**config.mk**
```make
export PLATFORM = sky130hd
export DESIGN_NAME = uart_tx_rx_ring_fifo_core
export DESIGN_NICKNAME = d
export VERILOG_FILES = /design/src/hw/rtl/urf_pkg.sv /design/src/hw/rtl/urf_ring_fifo.sv /design/src/hw/rtl/uart_tx_rx_ring_fifo_core.sv
export SDC_FILE = /design/constraint.sdc
export NUM_CORES = 1
export LEC_CHECK = 0
export ABC_AREA = 0
export BUFFER_PORTS_ARGS = -buffer_cell sky130_fd_sc_hd__buf_2
export CAP_MARGIN = 10
export CORE_AREA = 2 2 220 222
export CTS_BUF_LIST = sky130_fd_sc_hd__clkbuf_2 sky130_fd_sc_hd__clkbuf_4 sky130_fd_sc_hd__clkbuf_8
export DETAILED_ROUTE_END_ITERATION = 10
export DIE_AREA = 0 0 222 224
export PLACE_DENSITY = 0.69
export SLEW_MARGIN = 5
export SYNTH_ARGS = -nofsm -noshare
export SYNTH_HDL_FRONTEND = slang
export SYNTH_SLANG_ARGS = --single-unit
```
**constraint.sdc**
```tcl
create_clock -name clk -period 3.6 [get_ports clk]
set_input_delay 0.36 -clock clk [delete_from_list [all_inputs] [get_ports clk]]
set_output_delay 0.36 -clock clk [all_outputs]
set_load 0.02 [all_outputs]
```
**src/hw/rtl/urf_pkg.sv**
```systemverilog
// Shared types and constants for the UART receive/transmit ring FIFO core.
// Holds the command and result word layouts, event codes and FIFO status types.
// Depends on nothing; every other file in hw/rtl imports it.
package urf_pkg;

    localparam int BYTE_W        = 8;
    localparam int FUNC_W        = 3;
    localparam int LEVEL_W       = 8;
    localparam int RX_DEPTH_DEF  = 32;
    localparam int TX_DEPTH_DEF  = 32;

    // Event codes carried in the func field of a command word.
    localparam logic [FUNC_W-1:0] FUNC_RX_BYTE  = 3'd0;
    localparam logic [FUNC_W-1:0] FUNC_PUT      = 3'd1;
    localparam logic [FUNC_W-1:0] FUNC_GET      = 3'd2;
    localparam logic [FUNC_W-1:0] FUNC_START_TX = 3'd3;
    localparam logic [FUNC_W-1:0] FUNC_TX_EMPTY = 3'd4;

    // One command word.
    typedef struct packed {
        logic [FUNC_W-1:0] func;
        logic [BYTE_W-1:0] data_byte;
    } cmd_t;

    // One result word.
    typedef struct packed {
        logic               ok;
        logic [BYTE_W-1:0]  rx_data;
        logic               line_send;
        logic [BYTE_W-1:0]  line_byte;
        logic               tx_irq_on;
        logic [LEVEL_W-1:0] rx_level;
        logic [LEVEL_W-1:0] tx_level;
    } result_t;

    // Requests from the core to one ring FIFO.
    typedef struct packed {
        logic push;
        logic pop;
    } fifo_ctrl_t;

    // Status of one ring FIFO, taken from its pointer registers.
    typedef struct packed {
        logic               full;
        logic               empty;
        logic [LEVEL_W-1:0] level;
    } fifo_stat_t;

endpackage

```
**src/hw/rtl/urf_ring_fifo.sv**
```systemverilog
// Circular byte FIFO that keeps one slot empty, so it holds DEPTH-1 bytes.
// Storage is a memory array with one write and one registered read per cycle.
// Depends on urf_pkg for the control and status structs.
module urf_ring_fifo #(
    parameter int DEPTH = urf_pkg::RX_DEPTH_DEF
) (
    input  logic                       clk,
    input  logic                       rst_n,
    input  urf_pkg::fifo_ctrl_t        ctrl,
    input  logic [urf_pkg::BYTE_W-1:0] push_data,
    output urf_pkg::fifo_stat_t        stat,
    output logic [urf_pkg::BYTE_W-1:0] rd_data
);
    import urf_pkg::*;

    localparam int PTR_W = (DEPTH > 1) ? $clog2(DEPTH) : 1;

    logic [BYTE_W-1:0] mem [DEPTH];
    logic [BYTE_W-1:0] rd_data_reg;
    logic [PTR_W-1:0]  wr_ptr_reg;
    logic [PTR_W-1:0]  wr_ptr_next;
    logic [PTR_W-1:0]  rd_ptr_reg;
    logic [PTR_W-1:0]  rd_ptr_next;
    logic [PTR_W-1:0]  wr_ptr_inc;
    logic [PTR_W-1:0]  rd_ptr_inc;
    logic [PTR_W:0]    diff;

    // Pointer increments wrap at the FIFO depth.
    always_comb
    begin
        wr_ptr_inc = (wr_ptr_reg == PTR_W'(DEPTH - 1)) ? '0 : wr_ptr_reg + PTR_W'(1);
        rd_ptr_inc = (rd_ptr_reg == PTR_W'(DEPTH - 1)) ? '0 : rd_ptr_reg + PTR_W'(1);
        wr_ptr_next = ctrl.push ? wr_ptr_inc : wr_ptr_reg;
        rd_ptr_next = ctrl.pop ? rd_ptr_inc : rd_ptr_reg;
    end

    // Occupancy is the pointer distance modulo the depth.
    always_comb
    begin
        diff = {1'b0, wr_ptr_reg} - {1'b0, rd_ptr_reg};
        if (wr_ptr_reg < rd_ptr_reg)
        begin
            diff = diff + (PTR_W + 1)'(DEPTH);
        end
        stat.level = LEVEL_W'(diff);
        stat.empty = (wr_ptr_reg == rd_ptr_reg);
        stat.full  = (wr_ptr_inc == rd_ptr_reg);
    end

    // Pointer registers.
    always_ff @(posedge clk or negedge rst_n)
    begin
        if (!rst_n)
        begin
            wr_ptr_reg <= '0;
            rd_ptr_reg <= '0;
        end
        else
        begin
            wr_ptr_reg <= wr_ptr_next;
            rd_ptr_reg <= rd_ptr_next;
        end
    end

    // Storage write and registered read of the oldest word.
    always_ff @(posedge clk)
    begin
        if (ctrl.push)
        begin
            mem[wr_ptr_reg] <= push_data;
        end
        if (ctrl.pop)
        begin
            rd_data_reg <= mem[rd_ptr_reg];
        end
    end

    assign rd_data = rd_data_reg;

endmodule

```
**src/hw/rtl/uart_tx_rx_ring_fifo_core.sv**
```systemverilog
// Top level of the UART ring FIFO core: receive and transmit byte FIFOs.
// Instantiates two urf_ring_fifo blocks; types and codes come from urf_pkg.
//
// Usage:
//   A command word (func, data_byte) is taken at a rising edge where start is
//   high and busy is low. busy never rises, so one command per cycle is taken.
//   Each command gives exactly one result word, shown on result for one cycle
//   with done high, in the cycle right after the command was taken; the
//   throughput is one word per cycle. The result comes from
//   the result registers and the registered read port of the FIFO memory
//   touched by the command; each command does at most one FIFO write and one
//   FIFO read. Levels and the interrupt flag in a result show the state just
//   after its command.
//   The receiver cannot hold results off; a result not taken in its cycle is
//   gone. Reset clears both FIFOs' pointers, the transmit interrupt flag and
//   done; FIFO memory contents are not cleared and need no clearing pass.
//   Event codes five to seven change nothing and report ok and line_send low.
module uart_tx_rx_ring_fifo_core #(
    parameter int RX_DEPTH = urf_pkg::RX_DEPTH_DEF,
    parameter int TX_DEPTH = urf_pkg::TX_DEPTH_DEF
) (
    input  logic             clk,
    input  logic             rst_n,
    input  logic             start,
    output logic             busy,
    input  urf_pkg::cmd_t    cmd,
    output logic             done,
    output urf_pkg::result_t result
);
    import urf_pkg::*;

    logic       accept;
    fifo_ctrl_t rx_ctrl;
    fifo_ctrl_t tx_ctrl;
    fifo_stat_t rx_stat;
    fifo_stat_t tx_stat;
    logic [BYTE_W-1:0] rx_rd_data;
    logic [BYTE_W-1:0] tx_rd_data;

    logic irq_reg;
    logic irq_next;
    logic done_reg;
    logic ok_reg;
    logic ok_next;
    logic rx_pop_reg;
    logic send_reg;

    assign busy   = 1'b0;
    assign accept = start & ~busy;

    // Decode the event into FIFO requests and the next interrupt flag.
    always_comb
    begin
        rx_ctrl  = '0;
        tx_ctrl  = '0;
        ok_next  = 1'b0;
        irq_next = irq_reg;
        if (accept)
        begin
            case (cmd.func)
                FUNC_RX_BYTE:
                begin
                    rx_ctrl.push = ~rx_stat.full;
                    ok_next      = ~rx_stat.full;
                end
                FUNC_PUT:
                begin
                    tx_ctrl.push = ~tx_stat.full;
                    ok_next      = ~tx_stat.full;
                end
                FUNC_GET:
                begin
                    rx_ctrl.pop = ~rx_stat.empty;
                    ok_next     = ~rx_stat.empty;
                end
                FUNC_START_TX:
                begin
                    if (!irq_reg && !tx_stat.empty)
                    begin
                        tx_ctrl.pop = 1'b1;
                        // Enable the interrupt when bytes remain after this one.
                        irq_next = (tx_stat.level > LEVEL_W'(1));
                    end
                end
                FUNC_TX_EMPTY:
                begin
                    if (!tx_stat.empty)
                    begin
                        tx_ctrl.pop = 1'b1;
                    end
                    else
                    begin
                        irq_next = 1'b0;
                    end
                end
                default:
                begin
                    ok_next = 1'b0;
                end
            endcase
        end
    end

    // Control and result flag registers.
    always_ff @(posedge clk or negedge rst_n)
    begin
        if (!rst_n)
        begin
            irq_reg    <= 1'b0;
            done_reg   <= 1'b0;
            ok_reg     <= 1'b0;
            rx_pop_reg <= 1'b0;
            send_reg   <= 1'b0;
        end
        else
        begin
            irq_reg    <= irq_next;
            done_reg   <= accept;
            ok_reg     <= ok_next;
            rx_pop_reg <= rx_ctrl.pop;
            send_reg   <= tx_ctrl.pop;
        end
    end

    urf_ring_fifo #(
        .DEPTH(RX_DEPTH)
    ) u_rx_fifo (
        .clk       (clk),
        .rst_n     (rst_n),
        .ctrl      (rx_ctrl),
        .push_data (cmd.data_byte),
        .stat      (rx_stat),
        .rd_data   (rx_rd_data)
    );

    urf_ring_fifo #(
        .DEPTH(TX_DEPTH)
    ) u_tx_fifo (
        .clk       (clk),
        .rst_n     (rst_n),
        .ctrl      (tx_ctrl),
        .push_data (cmd.data_byte),
        .stat      (tx_stat),
        .rd_data   (tx_rd_data)
    );

    // Assemble the result word; bytes read zero when nothing was popped.
    always_comb
    begin
        result.ok        = ok_reg;
        result.rx_data   = rx_pop_reg ? rx_rd_data : '0;
        result.line_send = send_reg;
        result.line_byte = send_reg ? tx_rd_data : '0;
        result.tx_irq_on = irq_reg;
        result.rx_level  = rx_stat.level;
        result.tx_level  = tx_stat.level;
    end

    assign done = done_reg;

endmodule

```
==> impl_metrics.env <==
export IMPL_netlist_area_um2=22600
export IMPL_max_slew_worst_pin_slew_ns=1.02
export IMPL_endpoint_kind="output pin"
export IMPL_num_io_pins=51
export IMPL_coreArea_um2=47300
export IMPL_synth_main_ff_cell="edfxtp_1"
export IMPL_synth_top_area_frac=0.702
export IMPL_grt_overflow=0
export IMPL_r2r_slack_ns=0.31
export IMPL_vias=11198
export IMPL_htreeDepth=3
export IMPL_worstReg2RegEnd="u_tx_fifo.mem[2][1]$_DFFE_PP_"
export IMPL_worst_path_buf_inv=2
export IMPL_crit_family="adder cells"
export IMPL_setup_ws_ns=0.274
export IMPL_clk_pin_slew_ns=0.06
export IMPL_min_to="irq_reg$_DFFE_PN0P_"
export IMPL_ys_top_cells_by_area="edfxtp_1, mux4_2, dfrtp_1"
export IMPL_layout_cells_non_filler=1898
export IMPL_synthDistinctLibCells=49
export IMPL_hp_class="in -> reg"
export IMPL_finalSetupViolCount=0
export IMPL_dp_final_hpwl_um=31400
export IMPL_synthTopCellsByCount="edfxtp_1, mux4_2, and3_1, nand2_1, dfrtp_1"
export IMPL_p_leak_nw=8.68
export IMPL_ant_nets=0
export IMPL_hp_start="cmd[9]"
export IMPL_cts_tree="done"
export IMPL_clock_tree_root_cell="clkbuf_8"
export IMPL_yosys_warnings=0
export IMPL_ir_drop_uv=361
export IMPL_route_detailed_drc=0
export IMPL_p_total_mw=18.1
export IMPL_crit_path_max_fanout=36
export IMPL_slew_violations=0
export IMPL_maxCapViolations=0
export IMPL_ys_seq_area_frac=0.730
export IMPL_drtPass1Iterations=6
export IMPL_skew_ns=0.0186
export IMPL_grt_use_total=0.204
export IMPL_clk_latency_ns=0.64
export IMPL_synth_edf_count=528
export IMPL_wl_um=49800
export IMPL_port_buffers=45
export IMPL_yosys_area_top_type="edfxtp_1"
export IMPL_synth_most_common_cell="edfxtp_1"
export IMPL_ys_async_sr_fraction=0.0452
export IMPL_rows=80
export IMPL_avgSynthCellArea_um2=20.5
export IMPL_crit_type="reg -> out"
export IMPL_syn_inst=1100
export IMPL_die_y_um=224
export IMPL_clock_path_buffers=3
export IMPL_reg2reg_depth=9
export IMPL_finalCritPeriodShare=0.924
export IMPL_fillers=3590
export IMPL_wire_per_inst_um=26.2
export IMPL_crit_path_start_kind="flop"
export IMPL_path_cells="ha_1, fa_1, inv_1, a21o_1, a21oi_1, xnor2_1, buf_2"
export IMPL_crit_arrival_ns=2.97
export IMPL_largestRegisters="u_rx_fifo.mem: 256 flops, u_tx_fifo.mem: 256 flops"
export IMPL_initial_utilization=0.477
export IMPL_grt_antenna_before_repair=4
export IMPL_grt_pass1_vias=11483
export IMPL_slowest_stage="dfrtp_4"
export IMPL_worstPathRequired_ns=3.24
export IMPL_area_growth_pct=11.9
export IMPL_timing_rr_start="u_tx_fifo.wr_ptr_reg[1]$_DFFE_PN0P_"
export IMPL_place_congestion=0.842
export IMPL_cts_resized=0
export IMPL_rsz0062_at_grt="false"
export IMPL_place_inst=1740
export IMPL_max_freq_mhz=301
export IMPL_drt_iter0_markers=1188
export IMPL_post_place_ws_ns=0.379
export IMPL_grt_pass1_wl_um=74300
export IMPL_fin_crit_ns=3.33
export IMPL_clkSinkCount=553
export IMPL_vias_per_cell=5.90
export IMPL_die_w_um=222
export IMPL_grt_start_max_net_pins=65
export IMPL_layout_nets=1254
export IMPL_hold_viol_final=0
export IMPL_power_density_nw_per_um2=716
export IMPL_cts_buffers=85
export IMPL_ys_ff_latch=553
export IMPL_drive_gt1_frac=0.293
export IMPL_outcome="complete, no violations"
export IMPL_hold_depth=3
export IMPL_die_area_um2=49700
export IMPL_slowest_delay_ns=0.74
export IMPL_relSlewSlack=0.322
export IMPL_setup_tns_ns=0
[report_power, final]
group	internal, mW	total, mW	leakage, nW	switching (mW)
Clock	2.85	5.17	0.906	2.32
Sequential	7.26	7.61	5.04	0.347
Combinational	2.39	5.29	2.73	2.90
Total	12.5	18.1	8.68	5.56
[cells in the final DEF (no fill, tap or decap), drive strengths merged, types with 5 or more instances in the layout]
| cell type | Yosys | final |
|---|---|---|
| nor2 | 17 | 17 |
| xnor2 | 14 | 14 |
| dfrtp | 25 | 25 |
| ha | 24 | 24 |
| nor3 | 7 | 7 |
| buf | 43 | 82 |
| o21ai | 13 | 13 |
| clkbuf | 18 | 122 |
| mux2 | 7 | 7 |
| a21oi | 5 | 5 |
| nand2 | 62 | 62 |
| inv | 22 | 22 |
| and2 | 18 | 18 |
| clkinv | 2 | 31 |
| edfxtp | 528 | 528 |
| and3 | 77 | 77 |
| nor2b | 7 | 7 |
| nand3 | 7 | 7 |
| nor3b | 6 | 6 |
| conb | 1 | 5 |
| mux4 | 160 | 160 |
[per-layer routing]
metal  global-route usage  vias to the layer above  part of all wire
met3               0.0340                       94             0.066
met1                0.279                     5879              0.41
met5                    0                        -           0.00050
met4               0.0835                        4             0.030
li1                     -                     4755                 -
met2                0.330                      466              0.49
[cell families (layout without fill, tap and decap cells)]
group / after synthesis / count (layout) / synth area share
xor gates and xnor gates: 16 / 16 / 0.00621
adders and majority gates: 26 / 26 / 0.0151
AOI/OAI and AO/OA: 38 / 38 / 0.0113
buffers and inverters: 85 / 263 / 0.0215
DFF: 553 / 553 / 0.730
other: 1 / 6 / 0.000166
and+or+nand+nor: 211 / 211 / 0.0496
muxes: 170 / 170 / 0.166
[area by class of cell]
class | instances | area (um2) | area share
antenna | 1 | 2.50 | 0.0000991
sequential | 553 | 16500 | 0.653
clock inverter | 33 | 219 | 0.00867
multi-input combinational | 466 | 5620 | 0.223
timing repair buffer | 84 | 578 | 0.0229
tap | 615 | 769 | 0.0305
clock buffer | 122 | 1480 | 0.0586
inverter | 24 | 90.1 | 0.00357
[stage by stage]
step	area (um2)	utilization	hold slack (ns)
CTS	25200	0.533	0.0445
global route	25300	0.533	0.0809
floorplan	22600	-	0.0644
global placement	23500	0.497	0.424
finish	25300	0.533	0.0996
detailed placement	23500	0.497	0.434
[repair_timing]
action	CTS	global route
hold buffers	2	0
hold endpoints to repair	26	0
setup buffers	0	0
[tightest hold or removal path, cell delays in order]
cell and delay, ns:
buf_2 0.15, nand4_1 0.10, o21ai_1 0.06
[worst max path at each step]
stage                                             start                        endpoint  cells past startpoint
floorplan           u_tx_fifo.wr_ptr_reg[0]$_DFFE_PN0P_  u_tx_fifo.mem[16][0]$_DFFE_PP_                     11
global placement    u_tx_fifo.wr_ptr_reg[0]$_DFFE_PN0P_   u_tx_fifo.mem[2][5]$_DFFE_PP_                      9
detailed placement  u_tx_fifo.wr_ptr_reg[1]$_DFFE_PN0P_   u_tx_fifo.mem[2][1]$_DFFE_PP_                      9
CTS                 u_rx_fifo.rd_ptr_reg[0]$_DFFE_PN0P_                      result[12]                      7
global route        u_rx_fifo.rd_ptr_reg[4]$_DFFE_PN0P_                      result[13]                      6
finish              u_rx_fifo.rd_ptr_reg[0]$_DFFE_PN0P_                      result[12]                      7
(Power assumes the default switching activity.)
